**config.mk**
```make
export PLATFORM = sky130hd
export DESIGN_NAME = length_prefixed_frame_receiver_core
export DESIGN_NICKNAME = d
export VERILOG_FILES = /design/src/lpfr_pkg.sv /design/src/length_prefixed_frame_receiver_core.sv /design/src/lpfr_ingress.sv /design/src/lpfr_tracker.sv /design/src/lpfr_egress.sv
export VERILOG_INCLUDE_DIRS = /design/src /design/src/src
export SDC_FILE = /design/constraint.sdc
export NUM_CORES = 1
export LEC_CHECK = 0
export ABC_AREA = 1
export BUFFER_PORTS_ARGS = -buffer_cell sky130_fd_sc_hd__buf_2
export CAP_MARGIN = 20
export CORE_ASPECT_RATIO = 1.25
export CORE_UTILIZATION = 30
export DETAILED_ROUTE_END_ITERATION = 6
export GPL_TIMING_DRIVEN = 0
export SLEW_MARGIN = 20
export SYNTH_ARGS = -nofsm -noshare
export SYNTH_HDL_FRONTEND = slang
export SYNTH_SLANG_ARGS = --single-unit
```
**constraint.sdc**
```tcl
create_clock -name clock -period 6.6 [get_ports clock]
set_clock_uncertainty 0.15 [all_clocks]
set_input_delay 0.33 -clock clock [delete_from_list [all_inputs] [get_ports clock]]
set_output_delay 0.33 -clock clock [all_outputs]
set_load 0.03 [all_outputs]
```
**src/length_prefixed_frame_receiver_core_defines.svh**
```systemverilog
// assertion macros for the length-prefixed frame receiver
// included by the top level; no other dependencies
`ifndef LENGTH_PREFIXED_FRAME_RECEIVER_CORE_DEFINES_SVH
`define LENGTH_PREFIXED_FRAME_RECEIVER_CORE_DEFINES_SVH

`ifndef SYNTH

`define LPFR_ASSERT_SAME(lbl, clk, rst, ante, cons, msg) \
   lbl: assert property (@(posedge clk) disable iff (rst) (ante) |-> (cons)) \
      else $error(msg);

`define LPFR_ASSERT_NEXT(lbl, clk, rst, ante, cons, msg) \
   lbl: assert property (@(posedge clk) disable iff (rst) (ante) |=> (cons)) \
      else $error(msg);

`else

`define LPFR_ASSERT_SAME(lbl, clk, rst, ante, cons, msg)

`define LPFR_ASSERT_NEXT(lbl, clk, rst, ante, cons, msg)

`endif

`endif

```
**src/lpfr_pkg.sv**
```systemverilog
// shared types and constants for the length-prefixed frame receiver
// no dependencies
`timescale 1ns / 1ps

package lpfr_pkg;

   localparam int HEADER_BYTES = 16;
   localparam int HDR_POS_W    = $clog2(HEADER_BYTES);

   // header byte positions of the two big-endian lengths
   localparam int META_LEN_FIRST = 4;
   localparam int MSG_LEN_FIRST  = 8;
   localparam int LEN_END        = 12;

   localparam int BYTE_W   = 8;
   localparam int OFFSET_W = 32;
   localparam int LEN_W    = 32;

   typedef enum logic [1:0] {
      SEC_HEADER  = 2'd0,
      SEC_META    = 2'd1,
      SEC_MESSAGE = 2'd2,
      SEC_DISCARD = 2'd3
   } section_type;

   typedef struct packed {
      logic [BYTE_W-1:0]   data;
      section_type         section;
      logic [OFFSET_W-1:0] offset;
      logic                done;
      logic                err;
   } lpfr_result_type;

endpackage

```
**src/length_prefixed_frame_receiver_core.sv**
```systemverilog
// Length-prefixed frame receiver, top level.
// Input channel: one byte beat per transfer on req_data_byte (req_valid / req_stall).
// Each frame is a 16-byte header, then meta bytes, then message bytes; header
// bytes 4-7 and 8-11 carry the big-endian meta and message lengths.
// Result channel: one beat per input byte on rsp_* with the byte, its section,
// its offset in that section, a frame-complete flag and an oversize error flag.
// csr_write_enable / csr_write_data load the size limit; write only when idle.
// Path: each byte passes through the input register, then the result register,
// where it waits until taken. Throughput: 1 byte per cycle while rsp_stall is
// low; the frame position counters update once for each byte that moves on.
// An oversize body (meta + message at or above the limit) flags the last header
// byte; every later byte is tagged discarded until reset.
// Reset (synchronous, active high) empties both registers, returns to the start
// of a header and sets the size limit to all ones.
// When rsp_stall is high the result register holds; one more byte is taken into
// the input register, after which req_stall follows rsp_stall.
// depends on lpfr_pkg, lpfr_ingress, lpfr_tracker, lpfr_egress
`timescale 1ns / 1ps
`include "length_prefixed_frame_receiver_core_defines.svh"

module length_prefixed_frame_receiver_core
   import lpfr_pkg::*;
(
   input  logic                clock,
   input  logic                reset,
   input  logic                req_valid,
   output logic                req_stall,
   input  logic [BYTE_W-1:0]   req_data_byte,
   output logic                rsp_valid,
   input  logic                rsp_stall,
   output logic [BYTE_W-1:0]   rsp_byte_out,
   output logic [1:0]          rsp_section,
   output logic [OFFSET_W-1:0] rsp_offset,
   output logic                rsp_frame_done,
   output logic                rsp_error_code,
   input  logic                csr_write_enable,
   input  logic [LEN_W-1:0]    csr_write_data
);

   logic              advance;
   logic              stage_valid;
   logic [BYTE_W-1:0] stage_data;
   lpfr_result_type   result;
   lpfr_result_type   rsp_result;
   logic [LEN_W-1:0]  body_limit_ff, body_limit_in;

   assign body_limit_in = csr_write_enable ? csr_write_data : body_limit_ff;

   always_ff @(posedge clock) begin
      if (reset) begin
         body_limit_ff <= '1;
      end else begin
         body_limit_ff <= body_limit_in;
      end
   end

   lpfr_ingress u_ingress (
      .clock         (clock),
      .reset         (reset),
      .req_valid     (req_valid),
      .req_stall     (req_stall),
      .req_data_byte (req_data_byte),
      .advance       (advance),
      .stage_valid   (stage_valid),
      .stage_data    (stage_data)
   );

   lpfr_tracker u_tracker (
      .clock      (clock),
      .reset      (reset),
      .advance    (advance),
      .data       (stage_data),
      .body_limit (body_limit_ff),
      .result     (result)
   );

   lpfr_egress u_egress (
      .clock       (clock),
      .reset       (reset),
      .stage_valid (stage_valid),
      .result      (result),
      .advance     (advance),
      .rsp_valid   (rsp_valid),
      .rsp_stall   (rsp_stall),
      .rsp_result  (rsp_result)
   );

   assign rsp_byte_out   = rsp_result.data;
   assign rsp_section    = rsp_result.section;
   assign rsp_offset     = rsp_result.offset;
   assign rsp_frame_done = rsp_result.done;
   assign rsp_error_code = rsp_result.err;

   `LPFR_ASSERT_SAME(a_done_err_excl, clock, reset, rsp_valid, !(rsp_frame_done && rsp_error_code), "frame done together with error")
   `LPFR_ASSERT_SAME(a_discard_err, clock, reset, rsp_valid && (rsp_section == SEC_DISCARD), rsp_error_code && (rsp_offset == '0), "discarded beat without error")
   `LPFR_ASSERT_SAME(a_stall_needs_stage, clock, reset, !stage_valid, !req_stall, "input stalled with empty stage")
   `LPFR_ASSERT_NEXT(a_err_sticky, clock, reset, advance && (result.err == 1'b1), result.err == 1'b1, "error not sticky")

endmodule

```
**src/lpfr_ingress.sv**
```systemverilog
// input register stage: captures one byte beat and holds it until it moves on
// depends on lpfr_pkg
`timescale 1ns / 1ps

module lpfr_ingress
   import lpfr_pkg::*;
(
   input  logic              clock,
   input  logic              reset,
   input  logic              req_valid,
   output logic              req_stall,
   input  logic [BYTE_W-1:0] req_data_byte,
   input  logic              advance,
   output logic              stage_valid,
   output logic [BYTE_W-1:0] stage_data
);

   logic              valid_ff, valid_in;
   logic [BYTE_W-1:0] data_ff, data_in;
   logic              accept;

   assign req_stall = valid_ff && !advance;
   assign accept    = req_valid && !req_stall;

   always_comb begin
      valid_in = valid_ff;
      data_in  = data_ff;
      if (accept) begin
         valid_in = 1'b1;
         data_in  = req_data_byte;
      end else if (advance) begin
         valid_in = 1'b0;
      end
   end

   always_ff @(posedge clock) begin
      if (reset) begin
         valid_ff <= 1'b0;
      end else begin
         valid_ff <= valid_in;
      end
      data_ff <= data_in;
   end

   assign stage_valid = valid_ff;
   assign stage_data  = data_ff;

endmodule

```
**src/lpfr_tracker.sv**
```systemverilog
// frame position tracking: header decode, length capture, section tagging
// depends on lpfr_pkg
`timescale 1ns / 1ps

module lpfr_tracker
   import lpfr_pkg::*;
(
   input  logic              clock,
   input  logic              reset,
   input  logic              advance,
   input  logic [BYTE_W-1:0] data,
   input  logic [LEN_W-1:0]  body_limit,
   output lpfr_result_type   result
);

   section_type            phase_ff, phase_in;
   logic [HDR_POS_W-1:0]   hdr_pos_ff, hdr_pos_in;
   logic [OFFSET_W-1:0]    sec_off_ff, sec_off_in;
   logic [LEN_W-1:0]       meta_len_ff, meta_len_in;
   logic [LEN_W-1:0]       msg_len_ff, msg_len_in;
   logic [LEN_W:0]         body;
   logic [OFFSET_W-1:0]    sec_off_inc;

   assign sec_off_inc = sec_off_ff + OFFSET_W'(1);
   assign body        = {1'b0, meta_len_in} + {1'b0, msg_len_in};

   always_comb begin
      phase_in    = phase_ff;
      hdr_pos_in  = hdr_pos_ff;
      sec_off_in  = sec_off_ff;
      meta_len_in = meta_len_ff;
      msg_len_in  = msg_len_ff;
      result.data    = data;
      result.section = phase_ff;
      result.offset  = '0;
      result.done    = 1'b0;
      result.err     = 1'b0;
      unique case (phase_ff)
         SEC_HEADER: begin
            result.offset = OFFSET_W'(hdr_pos_ff);
            if (hdr_pos_ff >= HDR_POS_W'(META_LEN_FIRST)
                  && hdr_pos_ff < HDR_POS_W'(MSG_LEN_FIRST)) begin
               meta_len_in = {meta_len_ff[LEN_W-BYTE_W-1:0], data};
            end else if (hdr_pos_ff >= HDR_POS_W'(MSG_LEN_FIRST)
                  && hdr_pos_ff < HDR_POS_W'(LEN_END)) begin
               msg_len_in = {msg_len_ff[LEN_W-BYTE_W-1:0], data};
            end
            if (hdr_pos_ff == HDR_POS_W'(HEADER_BYTES - 1)) begin
               hdr_pos_in = '0;
               sec_off_in = '0;
               priority if (body >= {1'b0, body_limit}) begin
                  result.err = 1'b1;
                  phase_in   = SEC_DISCARD;
               end else if (body == '0) begin
                  result.done = 1'b1;
               end else if (meta_len_in != '0) begin
                  phase_in = SEC_META;
               end else begin
                  phase_in = SEC_MESSAGE;
               end
            end else begin
               hdr_pos_in = hdr_pos_ff + HDR_POS_W'(1);
            end
         end
         SEC_META: begin
            result.offset = sec_off_ff;
            if (sec_off_inc == meta_len_ff) begin
               sec_off_in = '0;
               if (msg_len_ff == '0) begin
                  result.done = 1'b1;
                  phase_in    = SEC_HEADER;
               end else begin
                  phase_in = SEC_MESSAGE;
               end
            end else begin
               sec_off_in = sec_off_inc;
            end
         end
         SEC_MESSAGE: begin
            result.offset = sec_off_ff;
            if (sec_off_inc == msg_len_ff) begin
               result.done = 1'b1;
               phase_in    = SEC_HEADER;
               sec_off_in  = '0;
            end else begin
               sec_off_in = sec_off_inc;
            end
         end
         SEC_DISCARD: begin
            result.err = 1'b1;
         end
         default: begin
            result.err = 1'b1;
         end
      endcase
   end

   always_ff @(posedge clock) begin
      if (reset) begin
         phase_ff    <= SEC_HEADER;
         hdr_pos_ff  <= '0;
         sec_off_ff  <= '0;
         meta_len_ff <= '0;
         msg_len_ff  <= '0;
      end else if (advance) begin
         phase_ff    <= phase_in;
         hdr_pos_ff  <= hdr_pos_in;
         sec_off_ff  <= sec_off_in;
         meta_len_ff <= meta_len_in;
         msg_len_ff  <= msg_len_in;
      end
   end

endmodule

```
**src/lpfr_egress.sv**
```systemverilog
// result register: holds one tagged byte beat until the consumer takes it
// depends on lpfr_pkg
`timescale 1ns / 1ps

module lpfr_egress
   import lpfr_pkg::*;
(
   input  logic            clock,
   input  logic            reset,
   input  logic            stage_valid,
   input  lpfr_result_type result,
   output logic            advance,
   output logic            rsp_valid,
   input  logic            rsp_stall,
   output lpfr_result_type rsp_result
);

   logic            valid_ff, valid_in;
   lpfr_result_type result_ff, result_in;

   assign advance = stage_valid && (!valid_ff || !rsp_stall);

   always_comb begin
      valid_in  = valid_ff && rsp_stall;
      result_in = result_ff;
      if (advance) begin
         valid_in  = 1'b1;
         result_in = result;
      end
   end

   always_ff @(posedge clock) begin
      if (reset) begin
         valid_ff <= 1'b0;
      end else begin
         valid_ff <= valid_in;
      end
      result_ff <= result_in;
   end

   assign rsp_valid  = valid_ff;
   assign rsp_result = result_ff;

endmodule

```
## After elaboration in Yosys (flattened, before gate mapping)

Index checks and enable logic that the tools add are counted.

- Input bits: 45
- Bits in registers: 188
- Output and inout bits: 46

- Reductions and logical operators: 20
- Multiplexer cells: 31
- Equality and inequality tests: 10
- Order comparisons: 5
- Add/subtract/negate cells: 3

Operator list:

| operator | count |
|---|---|
| $mux 32 | 9 |
| $pmux 33 s3 | 1 |
| $pmux 32 s3 | 1 |
| $eq 32x32->1 | 2 |
| $add 32x32->33 | 1 |
| $ge 33x32->1 | 1 |
| $logic_not 33->1 | 1 |
| $add 32x1->32 const B | 1 |
| $logic_not 32->1 | 1 |
| $reduce_bool 32->1 | 1 |
| $mux 2 | 8 |
| $mux 1 | 9 |
| $lt 4x4->1 const B | 2 |
| $logic_and 1x1->1 | 6 |
| $ne 2x1->1 const B | 3 |
| $pmux 2 s3 | 1 |
| $reduce_and 6->1 | 1 |
| $add 4x1->4 const B | 1 |
| $eq 2x2->1 const B | 2 |
| $eq 4x4->1 const B | 1 |
| $ge 4x3->1 const B | 1 |
| $ge 4x4->1 const B | 1 |
| $logic_not 1->1 | 4 |
| $mux 4 | 1 |
| other kinds (9) | 9 |

## Depth between registers and ports, before layout

Gate-level depths: netlist of run 1.

- Depth after elaboration: 11
- Mapped depth: 40

## Cells and area by module

From an unflattened synthesis of run 1, not the netlist that was laid out.

- Cell total of the unflattened synthesis: 2323
- Area, all modules: 14164.8 um^2

Modules (own cells, without submodules):

| module | area each (um^2) | cells each | times used | seq. area each (um^2) |
|---|---|---|---|---|
| lpfr_tracker | 11345.9 | 2119 | 1 | 2042.0 |
| lpfr_egress | 1362.6 | 49 | 1 | 1341.3 |
| length_prefixed_frame_receiver_core | 1169.9 | 140 | 1 | 640.6 |
| lpfr_ingress | 286.5 | 15 | 1 | 260.2 |

## Worst setup path after synthesis of run 1

Ideal clock, no wire load.

- Path kind: flip-flop to flip-flop
- Start point: register u_tracker.phase_ff[0]
- End point: register u_egress.result_ff (netlist bit u_egress.rsp_result[1]), data pin
- Stages on the path, launching flop included: 35
- Data arrival time: 4.366 ns
- Data required time: 6.196 ns
- Library setup time: 0.254 ns
- Path slack: 1.829 ns
- Buffers on the path: 3
- Clock period less this slack: 4.771 ns
- Cell sequence: dfxtp_1 > inv_1 > ha_1 > clkbuf_1 > inv_1 > clkbuf_1 > clkbuf_1 > nand2_1 > o21ai_0 > ha_1 > inv_1 > fa_1 > inv_1 > nand3_1 > nand2_1 > nand2_1 > nand2_1 > nand3_1 > nand2_1 > nand2_1 > nand2_1 > nand2_1 > nand2_1 > inv_1 > ha_1 > nand2_1 > nor2_1 > nand2_1 > nor3_1 > nand3_1 > o2111ai_1 > a21oi_1 > nand3_1 > nor2_1 > o21a_1

RTL lines:

| element | RTL line | text |
|---|---|---|
| from (decl) | lpfr_tracker.sv:16 | `section_type phase_ff, phase_in;` |
| from (signal assigned) | lpfr_tracker.sv:106 | `phase_ff <= phase_in;` |
| to (signal assigned) | lpfr_egress.sv:38 | `result_ff <= result_in;` |
| to (decl) | lpfr_egress.sv:19 | `lpfr_result_type result_ff, result_in;` |

==> results of run 1 <==
## logic make-up (layout without fill, tap and decap cells)
logic type | Yosys count | count (layout) | share of synthesized area, %
compound gates | 389 | 389 | 14.37
xor+xnor | 10 | 10 | 0.7270
fa+ha+maj | 71 | 71 | 6.426
buf+inv | 400 | 562 | 10.91
flops | 188 | 188 | 30.73
simple gates | 1224 | 1224 | 36.83
## worst paths after layout
kind / to / slack, ns / cells past startpoint
worst max-delay path: u_egress.rsp_result[1] / 0.40 / 29
worst min-delay path: body_limit_ff[17] / 0.17 / 3
worst max register to register: u_egress.rsp_result[1] / 0.40 / 29
worst min register to register: u_egress.rsp_result[41] / 0.30 / 0
## flip-flops by register name, indices dropped and copies added, names as in the netlist
name	count
body_limit_ff	32
u_egress.rsp_result	44
u_egress.rsp_valid	1
u_ingress.stage_data	8
u_ingress.stage_valid	1
u_tracker.hdr_pos_ff	4
u_tracker.meta_len_ff	32
u_tracker.msg_len_ff	32
u_tracker.phase_ff	2
u_tracker.sec_off_ff	32
## power groups by stage
stage,Combinational (mW),Clock (mW),Sequential (mW)
after global placement,0.512,0,1.29
after global routing,0.620,1.15,1.27
after CTS,0.543,1.11,1.26
after detailed placement,0.521,0,1.29
final,0.552,1.09,1.26
after floorplan,0.337,0,1.29
## layer usage
| layer | vias up | part of all wire (%) | global-route usage (%) | routed length (µm) |
|---|---|---|---|---|
| li1 | 7679 | - | - | - |
| met1 | 6877 | 40 | 26.38 | 22220 |
| met2 | 517 | 48 | 41.64 | 26720 |
| met3 | 132 | 4.5 | 2.765 | 2489 |
| met4 | 0 | 6.7 | 15.38 | 3684 |
| met5 | - | 0 | 0 | 0 |
## area by class of cell
type | count | area [µm²]
inverters | 329 | 1235
well taps | 578 | 723.2
repair buffers | 131 | 888.4
plain buffers | 70 | 291.5
fillers | 5066 | 29330
clock inverters | 12 | 137.6
multi-input cells | 1694 | 8160
clock buffers | 20 | 446.7
flip-flops and latches | 188 | 4284
## timing repair
item,CTS,global route
resized for setup,6,7
hold buffers,42,0
setup endpoints to repair,4,3
hold endpoints to repair,42,0
## through the flow
step / hold slack (ns) / total power, mW
after floorplan: 0.2764 / 1.632
after global placement: 0.2857 / 1.799
after detailed placement: 0.2853 / 1.808
after CTS: 0.1370 / 2.916
after global routing: 0.2316 / 3.037
final: 0.1684 / 2.906
## worst min-delay path: stages
cell	delay, ns
clkbuf_1	0.18
a21oi_1	0.16
o21ai_0	0.08
## cells in the final DEF (no fill, tap or decap), drive strengths merged, types with 4 or more instances in the layout
cell type	n
o21bai	7
nand2	745
clkbuf	77
o21ai	183
nand3	158
nand4	50
inv	333
xor2	8
a21oi	187
nor3	43
ha	70
buf	102
edfxtp	52
dlygate4sd3	42
nor4	4
dfxtp	136
clkinv	4
nand3b	16
nor2	202
==> key figures, run 1 <==
Outcome
  – Status: complete, no violations

Floorplan
  – Ports: 91
  – Core ar.: 45500 µm²
  – Starting Density: 30.64%
  – Die H: 243.0 µm
  – Rows: 87
  – Die ar.: 47340 µm²
  – Width of the die: 194.8 µm

Synthesis
  – Most frequent cell after synthesis: nand2_1
  – Dominant cell type by area after synthesis: nand2_1
  – Post-synthesis sequential area ratio: 30.73%
  – Synth Register Bits: 188
  – Yosys top cell area share: 19.87%
  – Post-Syn Area: 13940 µm²
  – Post-Syn Area per Cell: 6.109 µm²
  – YS warnings: 0
  – Top post-synthesis cells by area: nand2_1 (20%), dfxtp_1 (20%), edfxtp_1 (11%), inv_1 (8.8%), a21oi_1 (6.7%)
  – Share of flip-flops with an asynchronous set or reset: 0%
  – Yosys cell types: 39
  – Synth top cells by count: nand2_1 (738), inv_1 (327), nor2_1 (192), a21oi_1 (187), o21ai_0 (180)
  – Cells after Synth: 2282
  – Synth Net Count: 2398
  – Post-synth EDFFs: 52
  – Prevailing post-synth register cell: dfxtp_1

Cells and area
  – Fin cells: 3022
  – Layout cells sized above 1: 6.301%
  – Fin nets: 2547
  – Design Area, Final: 16170 µm²
  – Area Overhead vs Synth: 15.97%
  – Fin util: 35.53%
  – Diode count: 0

Timing
  – Final min period: 6.197 ns
  – Final count of hold timing violations: 0
  – Setup TNS: 0 ns
  – Max_slew headroom: 22.93%
  – RSZ-0062 raised after global routing: false
  – Slew Limit Fails: 0
  – FMAX: 161.4 MHz
  – Final setup viols: 0
  – Slew @ Worst Pin: 1.151 ns
  – Final WS setup: 0.4033 ns
  – Final period util: 93.89%

Setup path
  – Crit-path leading delay family: simple AND/OR/NAND/NOR gates
  – Critical path arrival: 6.39 ns
  – Required @ worst endpoint: 6.79 ns
  – Crit-path slowest cell: a221oi_1
  – Worst path bufs/invs: 6
  – Worst setup path start: u_tracker.phase_ff[0]
  – CP endpoint kind: register
  – R2r startpoint: u_tracker.phase_ff[0]
  – Critical Path Most Common Cell: nand2_1
  – CP max stage delay: 0.44 ns
  – WS Path Type: reg -> reg
  – Critical Path Source Type: register
  – Worst-path fanout max: 10

Clocking
  – Root Driver: clkbuf_16
  – CTS tree: yes
  – CTS max path bufs: 2
  – Clock slew at reported path FFs: 0.08 ns
  – Setup Fix Bufs, Post-CTS: 0
  – Clock sink total: 188
  – CTS H-Tree Depth: 4
  – Worst skew pair latency: 0.48 ns
  – Number of CTS-inserted buffers: 17

Placement
  – DPL Wire Length: 45550 µm
  – Post-place setup slack: -0.9313 ns
  – Placed Instance Area: 15140 µm²
  – Port-buffer cells: 88
  – RePlAce Congestion: 0.9723
  – Placed Cells: 2949

Routing
  – Routed wire per std cell: 18.23 µm
  – Vias: 15210
  – Post-route antenna net violation count: 0
  – Avg Vias per Cell: 5.031
  – Drt initial violations: 1026
  – First-pass iteration count of the detailed router: 6
  – Final wirelength: 55110 µm
  – DRC Markers: 0

Worst hold path
  – Worst hold path class: in -> reg
  – Hold Crit Start: csr_write_enable

Power
  – P_int: 1.988 mW
  – Static Leak: 7.825 nW
  – Clk network pwr share: 37.6%
  – P per Cell Area: 179.8 nW/µm²
  – Flop pwr share: 43.4%
  – Combinational Power Share: 19.0%
  – Net Sw Frac: 31.61%
  – Worst vdd ir: 202.3 µV
  – Psw: 918.8 µW

Global route
  – Initial antenna violation count: 1
  – GR Overflow Total: 0
  – Global Route Usage Sum: 23.46%
  – First-pass GRT wire length: 83350 µm
  – Largest net degree at the start of global routing: 46
  – Vias in the first global route: 14500

Run
  – Max Cap Viol: 0
Note: power is estimated with default switching activity, not from simulation.
==> run 2: changes to the inputs <==
--- a/config.mk
+++ b/config.mk
@@ -6,12 +6,12 @@
 export SDC_FILE = /design/constraint.sdc
 export NUM_CORES = 1
 export LEC_CHECK = 0
-export ABC_AREA = 1
-export BUFFER_PORTS_ARGS = -buffer_cell sky130_fd_sc_hd__buf_2
+export ABC_AREA = 0
 export CAP_MARGIN = 20
 export CORE_ASPECT_RATIO = 1.25
 export CORE_UTILIZATION = 30
 export DETAILED_ROUTE_END_ITERATION = 6
+export DONT_BUFFER_PORTS = 1
 export GPL_TIMING_DRIVEN = 0
 export SLEW_MARGIN = 20
 export SYNTH_ARGS = -nofsm -noshare
==> run 2 against run 1 <==
  * Combinational power is 49% lower
  * Register-to-register slack worse by 0.05 ns
  * Area after synthesis is 6.9% lower
  * Largest cell class unchanged
==> key figures, run 2 <==
Synthesis
  – Yosys cell types: 99 (was 39)
  – Post-Syn Area per Cell: 8.469 µm² (was 6.109 µm²)
  – Post-synthesis sequential area ratio: 33.00% (was 30.73%)
  – Yosys top cell area share: 20.97% (was 19.87%)
  – Synth Register Bits: 188 (unchanged)
  – Most frequent cell after synthesis: nand2_1 (unchanged)
  – YS warnings: 0 (unchanged)
  – Share of flip-flops with an asynchronous set or reset: 0% (unchanged)
  – Prevailing post-synth register cell: dfxtp_1 (unchanged)
  – Top post-synthesis cells by area: dfxtp_1 (21%), edfxtp_1 (12%), ha_1 (6.7%), mux2_2 (5.2%), nand2_1 (4.9%) (was nand2_1 (20%), dfxtp_1 (20%), edfxtp_1 (11%), inv_1 (8.8%), a21oi_1 (6.7%))
  – Post-synthesis compound-gate area fraction: 17.99% (was 14.37%)
  – Post-synthesis mux area share: 5.898% (was 0%)
  – Synth Net Count: 1649 (was 2398)
  – Dominant cell type by area after synthesis: dfxtp_1 (was nand2_1)
  – Post-Syn Area: 12980 µm² (was 13940 µm²)
  – Post-synth EDFFs: 52 (unchanged)
  – Adder-Cell Fraction of Synth Area: 6.901% (was 6.426%)
  – Main combinational cell family by area after synthesis: simple AND/OR/NAND/NOR gates (unchanged)
  – Simple-gate share of the synthesized area: 24.51% (was 36.83%)
  – Cells after Synth: 1533 (was 2282)
  – Synth Area in XOR/XNOR: 6.332% (was 0.7270%)
  – Synth top cells by count: nand2_1 (171), dfxtp_1 (136), nor2_1 (123), a21oi_1 (102), ha_1 (70) (was nand2_1 (738), inv_1 (327), nor2_1 (192), a21oi_1 (187), o21ai_0 (180))

Clocking
  – Worst skew pair latency: 0.47 ns (was 0.48 ns)
  – Root Driver: clkbuf_16 (unchanged)
  – Clock sink total: 188 (unchanged)
  – Clock slew at reported path FFs: 0.08 ns (about the same)
  – Number of CTS-inserted buffers: 17 (unchanged)
  – CTS max path bufs: 2 (unchanged)
  – CTS tree: yes (unchanged)
  – CTS H-Tree Depth: 4 (unchanged)

Cells and area
  – Fin cells: 2171 (was 3022)
  – Layout cells sized above 1: 11.48% (was 6.301%)
  – Fin nets: 1715 (was 2547)
  – Leading cell type in the layout, fill and taps excluded: nand2_1 (unchanged)
  – Most frequent cells in the layout: nand2_1 (170), dfxtp_1 (136), nor2_1 (123) (was nand2_1 (738), inv_1 (327), nor2_1 (191))
  – Fin util: 34.88% (was 35.53%)
  – Diode count: 0 (unchanged)
  – Max reg flops: 44 (unchanged)
  – Area Overhead vs Synth: 13.81% (was 15.97%)

Routing
  – Avg Vias per Cell: 5.536 (was 5.031)
  – Vias: 12020 (was 15210)
  – DRC Markers: 0 (unchanged)
  – First-pass iteration count of the detailed router: 5 (was 6)
  – Routed wire per std cell: 20.77 µm (was 18.23 µm)
  – Drt initial violations: 1089 (was 1026)
  – Final wirelength: 45100 µm (was 55110 µm)
  – Post-route antenna net violation count: 0 (unchanged)

Floorplan
  – Core ar.: 42360 µm² (was 45500 µm²)
  – Die ar.: 44120 µm² (was 47340 µm²)
  – Ports: 91 (unchanged)
  – Starting Density: 30.65% (was 30.64%)
  – Die H: 234.6 µm (was 243.0 µm)
  – Rows: 84 (was 87)
  – Width of the die: 188.1 µm (was 194.8 µm)

Timing
  – Final period util: 94.65% (was 93.89%)
  – Setup TNS: 0 ns (unchanged)
  – Fin Hold WS: 0.1399 ns (was 0.1684 ns)
  – Slew @ Worst Pin: 1.005 ns (was 1.151 ns)
  – Slew Limit Fails: 0 (unchanged)
  – Final setup viols: 0 (unchanged)
  – Max_slew headroom: 32.76% (was 22.93%)
  – FMAX: 160.1 MHz (was 161.4 MHz)
  – Final count of hold timing violations: 0 (unchanged)
  – RSZ-0062 raised after global routing: false (unchanged)
  – Final min period: 6.247 ns (was 6.197 ns)

Setup path
  – Crit-path leading delay family: simple AND/OR/NAND/NOR gates (unchanged)
  – Critical path arrival: 6.42 ns (was 6.39 ns)
  – Critical Path Most Common Cell: ha_1 (was nand2_1)
  – Worst-path fanout max: 10 (unchanged)
  – Crit-path slowest cell: or3b_2 (was a221oi_1)
  – Crit-path cells: inv_1 -> ha_2 -> nand2_2 -> buf_2 -> mux2_2 -> ha_1 -> and3_4 -> a221oi_4 -> o31a_2 -> nor4b_4 -> o211ai_1 -> nand4b_1 -> or3b_2 -> ha_1 -> nand4_1 -> nor2_1 -> nand3_1 -> o2111ai_1 -> a211oi_2 -> nor4b_1 -> and4_2 -> nand2_1 -> a21oi_1
  – Worst path bufs/invs: 2 (was 6)
  – WS Path Type: reg -> reg (unchanged)
  – CP endpoint kind: register (unchanged)
  – CP max stage delay: 0.49 ns (was 0.44 ns)
  – Required @ worst endpoint: 6.77 ns (was 6.79 ns)
  – Critical Path Source Type: register (unchanged)

Global route
  – Largest net degree at the start of global routing: 38 (was 46)
  – First-pass GRT wire length: 68530 µm (was 83350 µm)
  – Global Route Usage Sum: 20.52% (was 23.46%)
  – GR Overflow Total: 0 (unchanged)
  – Initial antenna violation count: 0 (was 1)
  – Vias in the first global route: 11570 (was 14500)

Worst hold path
  – Worst hold path class: in -> reg (unchanged)

Power
  – P per Cell Area: 177.3 nW/µm² (was 179.8 nW/µm²)
  – Static Leak: 5.893 nW (was 7.825 nW)
  – Worst vdd ir: 226.6 µV (was 202.3 µV)
  – Total power: 2.620 mW (was 2.906 mW)

Run
  – Max Cap Viol: 0 (unchanged)

Placement
  – DPL Wire Length: 35410 µm (was 45550 µm)
  – RePlAce Congestion: 0.9801 (was 0.9723)
  – Port-buffer cells: 0 (was 88)
  – Placed Cells: 2093 (was 2949)

Outcome
  – Status: complete, no violations (unchanged)
-- run 2: changes by cell type after synthesis, moves of 31 or more --
cell / change
nor4_1: +31
o21ai_0: -129
a21oi_1: -85
inv_1: -274
nor2_1: -69
nand3_1: -121
o211ai_1: +40
xnor2_1: +50
nand2_1: -567
mux2_2: +60
-- run 2: routing by layer --
layer / vias up / wire (µm) / track usage (%)
li1: 5747 / - / -
met1: 5683 / 18640 / 24.28
met2: 456 / 21470 / 34.96
met3: 132 / 2132 / 2.668
met4: 0 / 2861 / 13.44
met5: - / 0 / 0
-- run 2: final cells by class --
type	instances	area, µm²
buffer	101	500.5
clock buffer	19	432.9
clock inverter	13	131.4
fill	4370	27580
inverter	55	206.4
multi-input combinational	1188	8040
sequential	188	4284
tap	559	699.4
timing repair buffer	48	480.5
-- run 2: logic make-up (layout without fill, tap and decap cells) --
| logic type | count (synthesis) | count (layout) |
|---|---|---|
| simple gates | 609 | 609 |
| xor+xnor | 89 | 89 |
| buf+inv | 157 | 236 |
| flops | 188 | 188 |
| mux | 69 | 69 |
| compound gates | 350 | 350 |
| fa+ha+maj | 71 | 71 |
-- run 2: report_power, final --
group / internal, mW / switching, mW
registers: 1.23 / 0.0720
logic: 0.117 / 0.166
clock network: 0.529 / 0.507
-- run 2: final timing paths --
check	start	end	slack, ns	cells past startpoint
setup / recovery	u_tracker.phase_ff[0]	u_egress.rsp_result[1]	0.35	23
setup reg to reg	u_tracker.phase_ff[0]	u_egress.rsp_result[1]	0.35	23
hold / removal	reset	u_ingress.stage_valid	0.14	2
hold reg to reg	body_limit_ff[1]	body_limit_ff[1]	0.35	2
-- run 2: timing repair --
action / 4_1_cts / 5_1_grt
hold buffers: 43 / 0
setup endpoints to repair: 4 / 4
cloned: 0 / 0
buffers inserted: 4 / 0
resized for setup: 12 / 10
pin swaps: 2 / 0
hold endpoints to repair: 46 / 0
-- run 2: per-stage QoR --
step                cell area [µm²]  setup WS [ns]
global route                  14780        0.07167
global placement              13680        -0.9554
CTS                           14760        0.05681
detailed placement            13710         -1.067
finish                        14780         0.3529
floorplan                     12980         0.7476
